$ cat config.mk
export PLATFORM = sky130hd
export DESIGN_NAME = pnm_header_parser
export DESIGN_NICKNAME = d
export VERILOG_FILES = /design/src/sv/pnmhp_pkg.sv /design/src/sv/pnm_header_parser.sv /design/src/sv/pnmhp_digit.sv
export SDC_FILE = /design/constraint.sdc
export NUM_CORES = 1
export LEC_CHECK = 0
export ABC_AREA = 0
export BUFFER_PORTS_ARGS = -buffer_cell sky130_fd_sc_hd__buf_2
export CAP_MARGIN = 40
export CORE_MARGIN = 1
export CORE_UTILIZATION = 60
export DETAILED_ROUTE_END_ITERATION = 16
export PLACE_DENSITY = 0.8
export SLEW_MARGIN = 20
export SYNTH_ARGS = -nofsm -noshare
export SYNTH_HDL_FRONTEND = slang
export SYNTH_HIERARCHICAL = 1
export SYNTH_SLANG_ARGS = --single-unit
export TNS_END_PERCENT = 20
$ cat constraint.sdc
create_clock -name clk_i -period 4.9 [get_ports clk_i]
set_input_delay 1.47 -clock clk_i [delete_from_list [all_inputs] [get_ports clk_i]]
set_output_delay 1.47 -clock clk_i [all_outputs]
set_load 0.1 [all_outputs]
$ cat src/sv/pnmhp_pkg.sv
// Shared constants, status codes and result type for the netpbm header parser.
`timescale 1ns / 1ps
package pnmhp_pkg;

  // Characters the parser looks for
  localparam logic [7:0] CH_P       = 8'h50;  // 'P'
  localparam logic [7:0] CH_5       = 8'h35;  // '5'
  localparam logic [7:0] CH_6       = 8'h36;  // '6'
  localparam logic [7:0] CH_HASH    = 8'h23;  // '#'
  localparam logic [7:0] CH_NL      = 8'h0A;  // newline
  localparam logic [7:0] CH_ZERO    = 8'h30;  // '0'
  localparam logic [7:0] CH_NINE    = 8'h39;  // '9'
  localparam int unsigned MAXVAL_OK = 255;

  // Result status codes
  localparam logic [2:0] STATUS_OK        = 3'd0;
  localparam logic [2:0] STATUS_BAD_MAGIC = 3'd1;
  localparam logic [2:0] STATUS_BAD_MAX   = 3'd2;
  localparam logic [2:0] STATUS_OVERFLOW  = 3'd3;
  localparam logic [2:0] STATUS_TOO_LONG  = 3'd4;

  // One result, status in the lowest bits
  typedef struct packed {
    logic [8:0]  header_size;
    logic [15:0] height;
    logic [15:0] width;
    logic        is_rgb;
    logic [2:0]  status;
  } result_t;

  localparam int unsigned RESULT_W = $bits(result_t);
  localparam int unsigned RESULT_BYTES_W = ((RESULT_W + 7) / 8) * 8;

  function automatic logic is_dec_char(input logic [7:0] b);
    return (b >= CH_ZERO) && (b <= CH_NINE);
  endfunction

endpackage

$ cat src/sv/pnm_header_parser.sv
// Top level of the streaming netpbm (P5/P6) header parser.
//
// Usage:
//   Header bytes enter on the s_axis channel, one per request; tuser marks
//   the first byte of a new header and restarts parsing with that byte.
//   Bytes outside a header (before a start or after a result) are dropped.
//   At most one result leaves on m_axis per header: status, colour flag,
//   width, height and header length, packed in tdata.
// Timing:
//   A byte is held in an input register, decoded against the parser state
//   once the output register can take a result, and any result is written
//   to the output register: m_axis_tvalid rises when that register loads.
//   Throughput is one byte per cycle while m_axis is not stalled; the
//   phase/accumulator update is a single pass of logic per byte.
// Reset:
//   rst_ni clears both registers and returns the parser to waiting for a
//   start byte.
// Stall:
//   While a result waits on m_axis, one more byte is taken into the input
//   register; that byte is processed once the result is taken.
`timescale 1ns / 1ps
module pnm_header_parser #(
  parameter int unsigned MAX_HEADER_BYTES = 256,
  parameter int unsigned DIM_BITS         = 16
) (
  input  logic        clk_i,
  input  logic        rst_ni,
  input  logic        s_axis_tvalid,
  output logic        s_axis_tready,
  input  logic [7:0]  s_axis_tdata,   // [7:0] byte_value
  input  logic        s_axis_tuser,   // [0] start_req
  output logic        m_axis_tvalid,
  input  logic        m_axis_tready,
  // [2:0] status, [3] is_rgb, [19:4] width, [35:20] height,
  // [44:36] header_size, [47:45] zero
  output logic [pnmhp_pkg::RESULT_BYTES_W-1:0] m_axis_tdata
);

  localparam int unsigned CNT_W  = $clog2(MAX_HEADER_BYTES + 1);
  localparam int unsigned CEXT_W = (CNT_W > 9) ? CNT_W : 9;
  localparam int unsigned DEXT_W = (DIM_BITS > 16) ? DIM_BITS : 16;

  typedef enum logic [3:0] {
    PH_IDLE, PH_MAG0, PH_MAG1, PH_MAG2, PH_FSTART,
    PH_COMMENT, PH_SKIP, PH_DIGITS, PH_TAIL, PH_DONE
  } phase_e;

  // Input register
  logic       in_valid_q, in_valid_d;
  logic [7:0] in_byte_q;
  logic       in_start_q;

  // Parser state
  phase_e              phase_q, phase_d;
  logic [1:0]          field_q, field_d;
  logic [CNT_W-1:0]    cnt_q, cnt_d;
  logic [DIM_BITS-1:0] acc_q, acc_d;
  logic                ovs_q, ovs_d;
  logic                fov_q, fov_d;
  logic [DIM_BITS-1:0] width_q, width_d;
  logic [DIM_BITS-1:0] height_q, height_d;
  logic                col_q, col_d;

  // Output register
  logic                  out_valid_q;
  pnmhp_pkg::result_t    out_q;

  logic out_ready, step_en, accept;

  assign out_ready     = !out_valid_q || m_axis_tready;
  assign step_en       = in_valid_q && out_ready;
  assign s_axis_tready = !in_valid_q || out_ready;
  assign accept        = s_axis_tvalid && s_axis_tready;
  assign in_valid_d    = accept ? 1'b1 : (step_en ? 1'b0 : in_valid_q);

  // State seen by this byte, after a start request
  phase_e              ph_cur;
  logic [1:0]          fi_cur;
  logic [CNT_W-1:0]    cnt_cur, cnt_inc;
  logic [DIM_BITS-1:0] acc_cur, w_cur, h_cur;
  logic                ovs_cur, fov_cur, col_cur;

  assign ph_cur  = in_start_q ? PH_MAG0 : phase_q;
  assign fi_cur  = in_start_q ? 2'd0 : field_q;
  assign cnt_cur = in_start_q ? '0 : cnt_q;
  assign acc_cur = in_start_q ? '0 : acc_q;
  assign ovs_cur = in_start_q ? 1'b0 : ovs_q;
  assign fov_cur = in_start_q ? 1'b0 : fov_q;
  assign w_cur   = in_start_q ? '0 : width_q;
  assign h_cur   = in_start_q ? '0 : height_q;
  assign col_cur = in_start_q ? 1'b0 : col_q;
  assign cnt_inc = cnt_cur + CNT_W'(1);

  // Digit accumulate; a new field starts from zero
  logic                dg_cont;
  logic [DIM_BITS-1:0] dg_acc;
  logic                dg_over;

  assign dg_cont = (ph_cur == PH_DIGITS) || (ph_cur == PH_SKIP);

  pnmhp_digit #(
    .DIM_BITS(DIM_BITS)
  ) u_digit (
    .acc_i  (dg_cont ? acc_cur : '0),
    .over_i (dg_cont ? fov_cur : 1'b0),
    .digit_i(in_byte_q[3:0]),
    .acc_o  (dg_acc),
    .over_o (dg_over)
  );

  logic       b_digit;
  logic       emit;
  logic [2:0] emit_status;

  assign b_digit = pnmhp_pkg::is_dec_char(in_byte_q);

  // Per-byte phase update
  always_comb begin
    phase_d     = ph_cur;
    field_d     = fi_cur;
    cnt_d       = cnt_cur;
    acc_d       = acc_cur;
    ovs_d       = ovs_cur;
    fov_d       = fov_cur;
    width_d     = w_cur;
    height_d    = h_cur;
    col_d       = col_cur;
    emit        = 1'b0;
    emit_status = pnmhp_pkg::STATUS_OK;

    if (ph_cur != PH_IDLE && ph_cur != PH_DONE) begin
      cnt_d = cnt_inc;
      unique case (ph_cur)
        PH_MAG0: begin
          if (in_byte_q == pnmhp_pkg::CH_P) begin
            phase_d = PH_MAG1;
          end else begin
            emit = 1'b1;
            emit_status = pnmhp_pkg::STATUS_BAD_MAGIC;
          end
        end
        PH_MAG1: begin
          if (in_byte_q == pnmhp_pkg::CH_5) begin
            col_d   = 1'b0;
            phase_d = PH_MAG2;
          end else if (in_byte_q == pnmhp_pkg::CH_6) begin
            col_d   = 1'b1;
            phase_d = PH_MAG2;
          end else begin
            emit = 1'b1;
            emit_status = pnmhp_pkg::STATUS_BAD_MAGIC;
          end
        end
        PH_MAG2: begin
          if (in_byte_q == pnmhp_pkg::CH_NL) begin
            field_d = 2'd0;
            phase_d = PH_FSTART;
          end else begin
            emit = 1'b1;
            emit_status = pnmhp_pkg::STATUS_BAD_MAGIC;
          end
        end
        PH_FSTART: begin
          acc_d = '0;
          fov_d = 1'b0;
          if (in_byte_q == pnmhp_pkg::CH_HASH) begin
            phase_d = PH_COMMENT;
          end else if (b_digit) begin
            acc_d   = dg_acc;
            fov_d   = dg_over;
            phase_d = PH_DIGITS;
          end else begin
            phase_d = PH_SKIP;
          end
        end
        PH_COMMENT: begin
          if (in_byte_q == pnmhp_pkg::CH_NL) phase_d = PH_FSTART;
        end
        PH_SKIP: begin
          if (b_digit) begin
            acc_d   = dg_acc;
            fov_d   = dg_over;
            phase_d = PH_DIGITS;
          end
        end
        PH_DIGITS: begin
          if (b_digit) begin
            acc_d = dg_acc;
            fov_d = dg_over;
          end else if (fi_cur < 2'd2) begin
            // field done: store it, this byte opens the next field
            if (fi_cur == 2'd0) width_d = acc_cur;
            else height_d = acc_cur;
            ovs_d   = ovs_cur | fov_cur;
            field_d = fi_cur + 2'd1;
            acc_d   = '0;
            fov_d   = 1'b0;
            if (in_byte_q == pnmhp_pkg::CH_HASH) phase_d = PH_COMMENT;
            else phase_d = PH_SKIP;
          end else if (acc_cur != DIM_BITS'(pnmhp_pkg::MAXVAL_OK) || fov_cur) begin
            emit = 1'b1;
            emit_status = pnmhp_pkg::STATUS_BAD_MAX;
          end else if (in_byte_q == pnmhp_pkg::CH_NL) begin
            emit = 1'b1;
            emit_status = ovs_cur ? pnmhp_pkg::STATUS_OVERFLOW : pnmhp_pkg::STATUS_OK;
          end else begin
            phase_d = PH_TAIL;
          end
        end
        PH_TAIL: begin
          if (in_byte_q == pnmhp_pkg::CH_NL) begin
            emit = 1'b1;
            emit_status = ovs_cur ? pnmhp_pkg::STATUS_OVERFLOW : pnmhp_pkg::STATUS_OK;
          end
        end
        default: begin
          phase_d = PH_IDLE;
        end
      endcase

      // length limit reached without a result
      if (!emit && phase_d != PH_IDLE && cnt_inc >= CNT_W'(MAX_HEADER_BYTES)) begin
        emit = 1'b1;
        emit_status = pnmhp_pkg::STATUS_TOO_LONG;
      end
      if (emit) phase_d = PH_DONE;
    end
  end

  // Result assembly
  pnmhp_pkg::result_t  res;
  logic [CEXT_W-1:0]   size_ext;
  logic [DEXT_W-1:0]   w_ext, h_ext;

  assign size_ext = CEXT_W'(cnt_d);
  assign w_ext    = DEXT_W'(width_d);
  assign h_ext    = DEXT_W'(height_d);

  always_comb begin
    res.status      = emit_status;
    res.is_rgb      = (emit_status == pnmhp_pkg::STATUS_BAD_MAGIC) ? 1'b0 : col_d;
    res.width       = w_ext[15:0];
    res.height      = h_ext[15:0];
    res.header_size = (emit_status == pnmhp_pkg::STATUS_OK) ? size_ext[8:0] : 9'd0;
  end

  // Registers
  always_ff @(posedge clk_i or negedge rst_ni) begin
    if (!rst_ni) begin
      in_valid_q  <= 1'b0;
      in_byte_q   <= '0;
      in_start_q  <= 1'b0;
      phase_q     <= PH_IDLE;
      field_q     <= '0;
      cnt_q       <= '0;
      acc_q       <= '0;
      ovs_q       <= 1'b0;
      fov_q       <= 1'b0;
      width_q     <= '0;
      height_q    <= '0;
      col_q       <= 1'b0;
      out_valid_q <= 1'b0;
      out_q       <= '0;
    end else begin
      in_valid_q <= in_valid_d;
      if (accept) begin
        in_byte_q  <= s_axis_tdata;
        in_start_q <= s_axis_tuser;
      end
      if (step_en) begin
        phase_q  <= phase_d;
        field_q  <= field_d;
        cnt_q    <= cnt_d;
        acc_q    <= acc_d;
        ovs_q    <= ovs_d;
        fov_q    <= fov_d;
        width_q  <= width_d;
        height_q <= height_d;
        col_q    <= col_d;
      end
      if (step_en && emit) begin
        out_valid_q <= 1'b1;
        out_q       <= res;
      end else if (m_axis_tready) begin
        out_valid_q <= 1'b0;
      end
    end
  end

  assign m_axis_tvalid = out_valid_q;
  assign m_axis_tdata  = pnmhp_pkg::RESULT_BYTES_W'(out_q);

endmodule

$ cat src/sv/pnmhp_digit.sv
// Decimal accumulate step: acc * 10 + digit, saturating at the field maximum.
`timescale 1ns / 1ps
module pnmhp_digit #(
  parameter int unsigned DIM_BITS = 16
) (
  input  logic [DIM_BITS-1:0] acc_i,
  input  logic                over_i,
  input  logic [3:0]          digit_i,
  output logic [DIM_BITS-1:0] acc_o,
  output logic                over_o
);

  localparam int unsigned SUM_W = DIM_BITS + 4;

  logic [SUM_W-1:0] sum;
  logic             sat;

  // acc * 10 as (acc << 3) + (acc << 1)
  assign sum = ({1'b0, acc_i, 3'b000} + {3'b000, acc_i, 1'b0}) + {{(SUM_W - 4){1'b0}}, digit_i};
  assign sat = sum > {4'b0000, {DIM_BITS{1'b1}}};

  assign acc_o  = sat ? {DIM_BITS{1'b1}} : sum[DIM_BITS-1:0];
  assign over_o = over_i | sat;

endmodule

==> run metrics, run 1 <==
Synth top cells by count=dfrtp_1 (122), nand2_1 (122), o21ai_0 (66); Synth Instances=approximately 800; Cell Area, Synth=roughly 0.0077 mm2; critical path class=reg2reg; routed via count=6538; global-route usage over all layers=0.298; crit path launch=phase_q[2]$_DFFE_PN0P_; PwrDens=a little under 500 mW/mm2; Distinct cells, synth=84; min cycle time layout=between 4 and 5 ns; Die W=about 120 um; CTS tree=yes; Least-Margin Pin Slew=between 0.7 and 0.8 ns; initial antenna violation count=0; final wirelength=around 18000 um; max-slew violation count=0; number of synthesized flops with an enable pin=0; CTS max path bufs=2; synthesized area per cell=9.56 um2; row cnt=40; Post-DRT Antenna Nets=0; reg2reg start=phase_q[2]$_DFFE_PN0P_; hold crit path type=reg2reg; Initial Utilization=0.626; worst-path cell chain=and4bb_2 > and2_1 > ha_1 > ha_1 > fa_1 > a21o_2 > a221o_1 > a2111oi_2 > nor2_2 > xnor2_4 > buf_4 > o311ai_1 > a22o_1; Wirelength per Cell=between 15 and 20 um; switching power total=~1.8 mW; async set-reset flop share out of synthesis=1.00; area delta synth->final=12.9%; initial drt markers=about 440; diodes inserted=0; Tcrit/Tclk final=0.882; setup_tns=0 ns; number of max-cap violations=0; HP Start=width_q[0]$_DFFE_PN0P_; Clk pin slew, worst setup/hold paths=0.05 ns; Synth top area share=0.398; top cells by area, synth=dfrtp_1 (40%), nand2_1 (6.0%), ha_1 (5.4%), mux2_4 (4.3%), o21ai_0 (4.3%); largest family of logic cells by synthesized area=compound AO/OA/AOI/OAI gates; vias in the first global route=between 6k and 7k; crit path DAT=around 4.6 ns; # setup viols final=0; adder-cell share of the synthesized area=0.0590; Sink Count=122; combinational share of power=0.383; sequential share of the synthesized area=0.398; share of cells above drive strength 1=0.207; largest net degree at the start of global routing=slightly below 70; static leakage=about 4 nW; Simple-Gate Fraction of Synth Area=0.189; Crit Path Max Fanout=20; vias per inst=6.35; Die Height=115 um; Synth Register Bits=between 100 and 150; Most used DFF post-synth=dfrtp_1; run status=finished, final reports clean; multiplexer share of the synthesized area=0.0756; Final Power=between 4 and 5 mW; Remaining Overflow, GRT=0; switching share of power=0.420; area leader, netlist=dfrtp_1; H-tree levels=4; Layout fillers=around 950; Num CTS Buffers=17; Ys Warns=6; CP max stage delay=between 0.6 and 0.7 ns; DPL Wire Length=12900 um; layout net count=around 900; CTS root buf=clkbuf_16; Resized cells post-CTS=0; Top delay family on crit path=compound AO/OA/AOI/OAI gates; worst-skew pair later-pin latency=0.42 ns; Setup Skew=a little under 0.009 ns; Clock Power Share=0.287; required time at the worst-slack endpoint=between 5 and 6 ns; post-synthesis xor/xnor area fraction=0.0241; first-pass GRT wire length=between 30000 and 40000 um; peak supply drop=around 0.00029 V; P_int=2.42 mW; CTS hold repair buffers=0; critical path launch point type=flip-flop; Setup Fix Bufs, Post-CTS=0; total die area=0.0133 mm2; part of the power in registers=0.331; Worst setup EP type=flip-flop; worst rel slew slack=0.532; IO buf count=approximately 60; drc violations=0; post-synthesis compound-gate area fraction=0.212; CP dominant cell by count=ha_1; Ports=between 60 and 70; slowest stage cell on the critical path=dfrtp_1; CORE AREA=~0.012 mm2; Hold Fails Final Rpt=0; Pre-antenna DRT Iters=5; RSZ-0062 raised after global routing=false; maximum clock frequency=231 MHz; Routability Congestion=0.958; CP bufs+invs=1
-- worst paths after layout --
kind | endpoint | slack, ns | cells past startpoint
worst min register to register | width_q[0]$_DFFE_PN0P_ | 0.48 | 2
worst min-delay path | width_q[0]$_DFFE_PN0P_ | 0.48 | 2
max in group asynchronous | m_axis_tdata[16]$_DFFE_PN0P_ | 3.27 | 2
worst max-delay path | acc_q[13]$_DFFE_PN0P_ | 0.58 | 13
worst max register to register | acc_q[13]$_DFFE_PN0P_ | 0.58 | 13
min in group asynchronous | m_axis_tdata[39]$_DFFE_PN0P_ | 1.01 | 1
-- kinds of logic after synthesis --
kind of cell / count (synthesis)
simple gates: 273
compound gates: 246
flops: 122
buf+inv: 62
mux: 45
fa+ha+maj: 35
xor+xnor: 19
other cells: 1
-- per-stage QoR --
stage          hold WS (ns)  cell area, um2  instances  setup slack (ns)   util
3_3_place_gp          0.458            8030        993             0.815  0.655
6_report              0.481            8670       1029             0.580  0.707
5_1_grt               0.503            8670       1029             0.340  0.707
3_5_place_dp          0.471            8100        998             0.637  0.661
4_1_cts               0.483            8670       1029             0.626  0.707
2_1_floorplan         0.442            7680        805             0.955      -
-- tightest hold or removal path, cell delays in order (launching register included) --
cell	delay, ns
dfrtp_1	0.34
nand2_1	0.05
o21ai_0	0.06
-- sequential cells by signal, indices dropped and copies added (netlist names), 2 cells and up --
register / count
in_byte_q: 8
m_axis_tdata: 45
phase_q: 4
cnt_q: 9
acc_q: 16
width_q: 16
field_q: 2
height_q: 16
-- power groups by stage --
stage | combinational (mW) | sequential [mW] | clock, mW
final | 1.60 | 1.38 | 1.20
after global routing | 1.71 | 1.41 | 1.25
after CTS | 1.59 | 1.38 | 1.21
after detailed placement | 1.58 | 1.39 | 0
after global placement | 1.52 | 1.38 | 0
after floorplan | 0.822 | 1.86 | 0
-- layout make-up --
class                           instances  area, um2  area share
Clock buffer                           19        443      0.0511
Clock inverter                         12        126      0.0146
Inverter                                8       30.0     0.00346
Multi-Input combinational cell        621       4320       0.498
Sequential cell                       122       3050       0.352
Tap cell                              168        210      0.0242
Timing Repair Buffer                   79        489      0.0564
-- per-layer routing --
layer	vias up	GRT usage	wire length, um
li1	3034	-	-
met2	292	0.476	8820
met3	31	0.0474	1300
met5	-	0	0
met1	3181	0.410	8070
met4	0	0.113	293
-- layout by cell type, fill, tap and decap left out, drive strengths merged, types with 19 or more instances in the layout --
cell type / count
a21boi: 27
a21oi: 52
a22o: 19
and2: 20
buf: 79
clkbuf: 19
dfrtp: 122
ha: 33
mux2: 38
nand2: 122
nand3: 24
nor2: 23
nor3: 19
o21ai: 72
Power figures use the tool's default switching activity.
==> run 2: changes to the inputs <==
==> constraint.sdc (replaced) <==
create_clock -name clk_i -period 4.9 [get_ports clk_i]
set_input_delay 0.735 -clock clk_i [delete_from_list [all_inputs] [get_ports clk_i]]
set_output_delay 0.735 -clock clk_i [all_outputs]
set_load 0.1 [all_outputs]
==> run metrics, run 2 (same netlist as run 1, synthesis figures left out) <==
run status=finished, final reports clean; FF-to-FF setup slack=0.55 ns (-0.03 ns); worst rel slew slack=0.493 (-0.0396); Clk pin slew, worst setup/hold paths=0.05 ns (about the same); Wirelength per Cell=18.2 um (+1.4%); combinational share of power=0.373 (-0.010); vias in the first global route=6292 (unchanged); min cycle time layout=4.35 ns (+0.0341 ns); Worst setup EP type=flip-flop; global-route usage over all layers=0.304 (+0.00587); row cnt=40 (unchanged); Setup Fix Bufs, Post-CTS=0 (unchanged); Hold Fails Final Rpt=0 (unchanged); slowest stage cell on the critical path=dfrtp_1; share of cells above drive strength 1=0.206 (-0.000922); P_int=2.52 mW (+4.0%); peak supply drop=0.000247 V (-14%); CP dominant cell by count=ha_1; PwrDens=494 mW/mm2 (+2.5%); critical path launch point type=flip-flop; RSZ-0062 raised after global routing=false; Ports=63 (unchanged); Core Util, Final=0.710 (+0.00347); critical path class=reg2reg; required time at the worst-slack endpoint=5.21 ns (about the same); reg2reg start=phase_q[2]$_DFFE_PN0P_; vias per inst=6.34 (-0.21%); IO buf count=59 (unchanged); Crit Path Max Fanout=20 (unchanged); CTS hold repair buffers=0 (unchanged); area delta synth->final=13.5%; max reg flops=45 (unchanged); H-tree levels=4 (unchanged); diodes inserted=0 (unchanged); most frequent cells in the layout=nand2_1 (122), dfrtp_1 (121), o21ai_0 (66); hold crit path type=in2async; initial drt markers=578 (+33%); first-pass GRT wire length=31200 um (+1.1%); routed via count=6518 (-0.31%); Clock Power Share=0.303 (+0.016); layout net count=895 (-0.22%); final wirelength=18700 um (+1.3%); largest net degree at the start of global routing=69 (unchanged); CP bufs+invs=0 (-1); max-slew violation count=0 (unchanged); Resized cells post-CTS=0 (unchanged); number of max-cap violations=0 (unchanged); Multi-input gate area=0.00432 mm2 (unchanged); initial antenna violation count=0 (unchanged); CORE AREA=0.0123 mm2 (unchanged); storage element area=0.00305 mm2 (unchanged); Num CTS Buffers=17 (unchanged); logic depth of the worst path, buffers included=14 (+1); Die W=115 um (unchanged); Setup Skew=0.00594 ns (-0.00275 ns); Initial Utilization=0.626 (unchanged); crit path DAT=4.67 ns (+0.05 ns); Layout Cells excl Fill=1028 (-0.097%); worst reg2reg path depth=14 (+1); maximum clock frequency=230 MHz (-0.78%); Remaining Overflow, GRT=0 (unchanged); commonest non-fill, non-tap cell in the layout=nand2_1; DPL Wire Length=13200 um (+2.1%); switching power total=1.78 mW (+1.7%); Top delay family on crit path=compound AO/OA/AOI/OAI gates; worst-skew pair later-pin latency=0.42 ns (about the same); Tcrit/Tclk final=0.889 (+0.00696); switching share of power=0.414 (-0.00547); Routability Congestion=0.899 (-6.2%); static leakage=4.12 nW (+0.29%); drc violations=0 (unchanged); Least-Margin Pin Slew=0.761 ns (+0.0594 ns); CTS root buf=clkbuf_16; CTS max path bufs=2 (unchanged); # setup viols final=0 (unchanged); CP max stage delay=0.64 ns (about the same); part of the power in registers=0.323 (-0.008); Layout fillers=894 (-6.1%); reg2reg end=fov_q$_DFFE_PN0P_; Post-DRT Antenna Nets=0 (unchanged); total die area=0.0133 mm2 (unchanged); worst-path cell chain=and4bb_2 > and2_1 > ha_1 > ha_1 > fa_1 > a21o_2 > a221o_1 > a2111oi_2 > nor2_2 > xnor2_4 > nand3b_1 > a31oi_1 > nand3_1 > a21o_1; Die Height=115 um (unchanged); dpl cells=995 (-0.30%); setup_tns=0 ns (unchanged); Pre-antenna DRT Iters=5 (unchanged); Sink Count=122 (unchanged); CTS tree=yes
run 2: cell count changes in the layout (fill, tap and decap cells not counted), sizes merged:
cell / change
clkinv: -4
clkbuf: +3
buf: -2
bufinv: +1
clkinvlp: +1
run 2: power by group through the flow:
stage / Sequential [mW] / Clock, mW / Combinational (mW)
2_1_floorplan: 1.86 / 0 / 0.822
3_5_place_dp: 1.40 / 0 / 1.58
6_report: 1.39 / 1.30 / 1.60
5_1_grt: 1.42 / 1.36 / 1.71
3_3_place_gp: 1.38 / 0 / 1.51
4_1_cts: 1.38 / 1.31 / 1.59
run 2: area by class of cell:
cell class              instances  area share
flip-flops and latches        122       0.351
clock buffers                  22      0.0556
well taps                     168      0.0241
multi-input cells             621       0.495
repair buffers                 77      0.0547
inverters                       8     0.00345
clock inverters                10      0.0161
run 2: routing by layer:
layer	share of wire	GRT usage	wire (um)	vias up
met3	0.066	0.0648	1240	30
li1	-	-	-	3038
met1	0.44	0.405	8160	3179
met2	0.48	0.489	9050	271
met5	0	0	0	-
met4	0.014	0.111	268	0
run 2: worst max path at each step:
| stage | startpoint | end | slack (ns) |
|---|---|---|---|
| detailed placement | phase_q[2]$_DFFE_PN0P_ | fov_q$_DFFE_PN0P_ | 0.59 |
| global route | phase_q[2]$_DFFE_PN0P_ | fov_q$_DFFE_PN0P_ | 0.33 |
| global placement | phase_q[2]$_DFFE_PN0P_ | fov_q$_DFFE_PN0P_ | 0.80 |
| floorplan | phase_q[2]$_DFFE_PN0P_ | fov_q$_DFFE_PN0P_ | 0.95 |
| finish | phase_q[2]$_DFFE_PN0P_ | fov_q$_DFFE_PN0P_ | 0.55 |
| CTS | phase_q[2]$_DFFE_PN0P_ | fov_q$_DFFE_PN0P_ | 0.59 |
run 2: per-stage QoR:
stage                     hold WS [ns]  total power [mW]  cell area (um2)  worst slack (ns)
final                            0.188              4.30             8710             0.546
after global routing             0.200              4.49             8710             0.325
after CTS                        0.192              4.29             8700             0.588
after detailed placement         0.471              2.98             8070             0.593
after global placement           0.458              2.89             8000             0.803
after floorplan                  0.439              2.69             7680             0.955
==> run 3: changes to the inputs <==
--- a/config.mk
+++ b/config.mk
@@ -10,6 +10,8 @@
 export CAP_MARGIN = 40
 export CORE_MARGIN = 1
 export CORE_UTILIZATION = 60
+export CTS_BUF_LIST = sky130_fd_sc_hd__clkbuf_8
+export CTS_CLUSTER_DIAMETER = 150
 export DETAILED_ROUTE_END_ITERATION = 16
 export PLACE_DENSITY = 0.8
 export SLEW_MARGIN = 20
==> run metrics, run 3 (same netlist as run 1, synthesis figures left out) <==
crit path to=fov_q$_DFFE_PN0P_; CTS hold repair buffers=0 (unchanged); CTS tree=yes; Initial Utilization=0.626 (unchanged); Hold Fails Final Rpt=0 (unchanged); hold crit path type=in2async; Layout Cells excl Fill=1028 (unchanged); maximum clock frequency=229 MHz (-0.19%); peak supply drop=0.000227 V (-8.2%); Die W=115 um (unchanged); RSZ-0062 raised after global routing=false; Num CTS Buffers=17 (unchanged); Setup Skew=0.0127 ns (+0.00672 ns); global-route usage over all layers=0.299 (-0.00501); worst-skew pair later-pin latency=0.46 ns (+0.04 ns); Clk pin slew, worst setup/hold paths=0.07 ns (+0.02 ns); Worst setup EP type=flip-flop; area delta synth->final=11.0%; H-tree levels=4 (unchanged); Die Height=115 um (unchanged); Tcrit/Tclk final=0.890 (+0.00170); largest net degree at the start of global routing=69 (unchanged); Wirelength per Cell=17.9 um (-1.8%); initial antenna violation count=0 (unchanged); vias in the first global route=6194 (-1.6%); worst rel slew slack=0.491 (-0.00136); crit path launch=phase_q[2]$_DFFE_PN0P_; max reg flops=45 (unchanged); Pre-antenna DRT Iters=5 (unchanged); run status=finished, final reports clean; slowest stage cell on the critical path=dfrtp_1; initial drt markers=620 (+7.3%); worst reg2reg path depth=14 (unchanged); Min Hold Slack=0.146 ns (-0.0423 ns); diodes inserted=0 (unchanged); Resized cells post-CTS=0 (unchanged); Least-Margin Pin Slew=0.763 ns (+0.00204 ns); Remaining Overflow, GRT=0 (unchanged); setup_tns=0 ns (unchanged); CTS root buf=clkbuf_8; required time at the worst-slack endpoint=5.25 ns (+0.04 ns); reg2reg end=fov_q$_DFFE_PN0P_; static leakage=4.04 nW (-2.0%); PwrDens=463 mW/mm2 (-6.2%); Setup Fix Bufs, Post-CTS=0 (unchanged); min cycle time layout=4.36 ns (+0.00832 ns); setup ws final=0.538 ns (-0.00832 ns); most frequent cells in the layout=nand2_1 (122), dfrtp_1 (121), o21ai_0 (66); reg2reg start=phase_q[2]$_DFFE_PN0P_; DPL Wire Length=13200 um (unchanged); CP max stage delay=0.65 ns (about the same); Crit Path Max Fanout=20 (unchanged); crit path DAT=4.71 ns (+0.04 ns); worst-path cell chain=and4bb_2 > and2_1 > ha_1 > ha_1 > fa_1 > a21o_2 > a221o_1 > a2111oi_2 > nor2_2 > xnor2_4 > nand3b_1 > a31oi_1 > nand3_1 > a21o_1; FF-to-FF setup slack=0.54 ns (about the same); total die area=0.0133 mm2 (unchanged); number of max-cap violations=0 (unchanged); post-route cell area=0.00852 mm2 (-2.2%); first-pass GRT wire length=30500 um (-2.2%); placed cell area=0.00807 mm2 (unchanged); vias per inst=6.33 (-0.17%); share of cells above drive strength 1=0.206 (unchanged); drc violations=0 (unchanged); CP dominant cell by count=ha_1; max-slew violation count=0 (unchanged); Ports=63 (unchanged); CTS max path bufs=2 (unchanged); commonest non-fill, non-tap cell in the layout=nand2_1; IO buf count=59 (unchanged); routed via count=6507 (-0.17%); # setup viols final=0 (unchanged); Placement Setup Slack=0.593 ns (unchanged); row cnt=40 (unchanged); final wirelength=18400 um (-1.8%); critical path launch point type=flip-flop; Sink Count=122 (unchanged); CORE AREA=0.0123 mm2 (unchanged); Routability Congestion=0.899 (unchanged); critical path class=reg2reg; layout net count=895 (unchanged); Post-DRT Antenna Nets=0 (unchanged); dpl cells=995 (unchanged)
-- run 3: worst min path at each step --
stage | startpoint | endpoint | cells after the start
3_5_place_dp | width_q[13]$_DFFE_PN0P_ | width_q[13]$_DFFE_PN0P_ | 2
3_3_place_gp | cnt_q[0]$_DFFE_PN0P_ | cnt_q[0]$_DFFE_PN0P_ | 2
6_report | rst_ni | m_axis_tdata[39]$_DFFE_PN0P_ | 1
5_1_grt | rst_ni | m_axis_tdata[39]$_DFFE_PN0P_ | 1
2_1_floorplan | rst_ni | acc_q[0]$_DFFE_PN0P_ | 0
4_1_cts | rst_ni | m_axis_tdata[39]$_DFFE_PN0P_ | 1
-- run 3: metal layers --
layer,wire (um),track usage,part of all wire
met3,1180,0.0727,0.064
met2,8670,0.469,0.47
met4,397,0.113,0.022
met5,0,0,0
met1,8130,0.401,0.44
-- run 3: per-stage QoR --
step / power, mW / util
final: 3.94 / 0.695
after floorplan: 2.69 / -
after global routing: 4.14 / 0.695
after CTS: 3.94 / 0.694
after detailed placement: 2.98 / 0.658
after global placement: 2.89 / 0.652
-- run 3: layout make-up --
| cell class | count | area (um2) |
|---|---|---|
| Clock inverter | 11 | 144 |
| Fill cell | 946 | 3740 |
| Tap cell | 168 | 210 |
| Inverter | 8 | 30.0 |
| Sequential cell | 122 | 3050 |
| Clock buffer | 21 | 289 |
| Multi-Input combinational cell | 621 | 4320 |
| Timing Repair Buffer | 77 | 477 |
-- run 3: critical path, delay by kind of cell (launching register included) --
family	cells	cell delay [ns]
AO/OA/AOI/OAI	5	1.38
XOR/XNOR	1	0.14
adder cells (fa/ha/maj)	3	0.95
flip-flops	1	0.65
AND/OR/NAND/NOR	5	1.12
-- run 3: where the power goes --
part | switching [mW] | internal, mW | total, mW
combinational | 1.14 | 0.456 | 1.59
clock | 0.410 | 0.553 | 0.963
sequential | 0.178 | 1.21 | 1.39
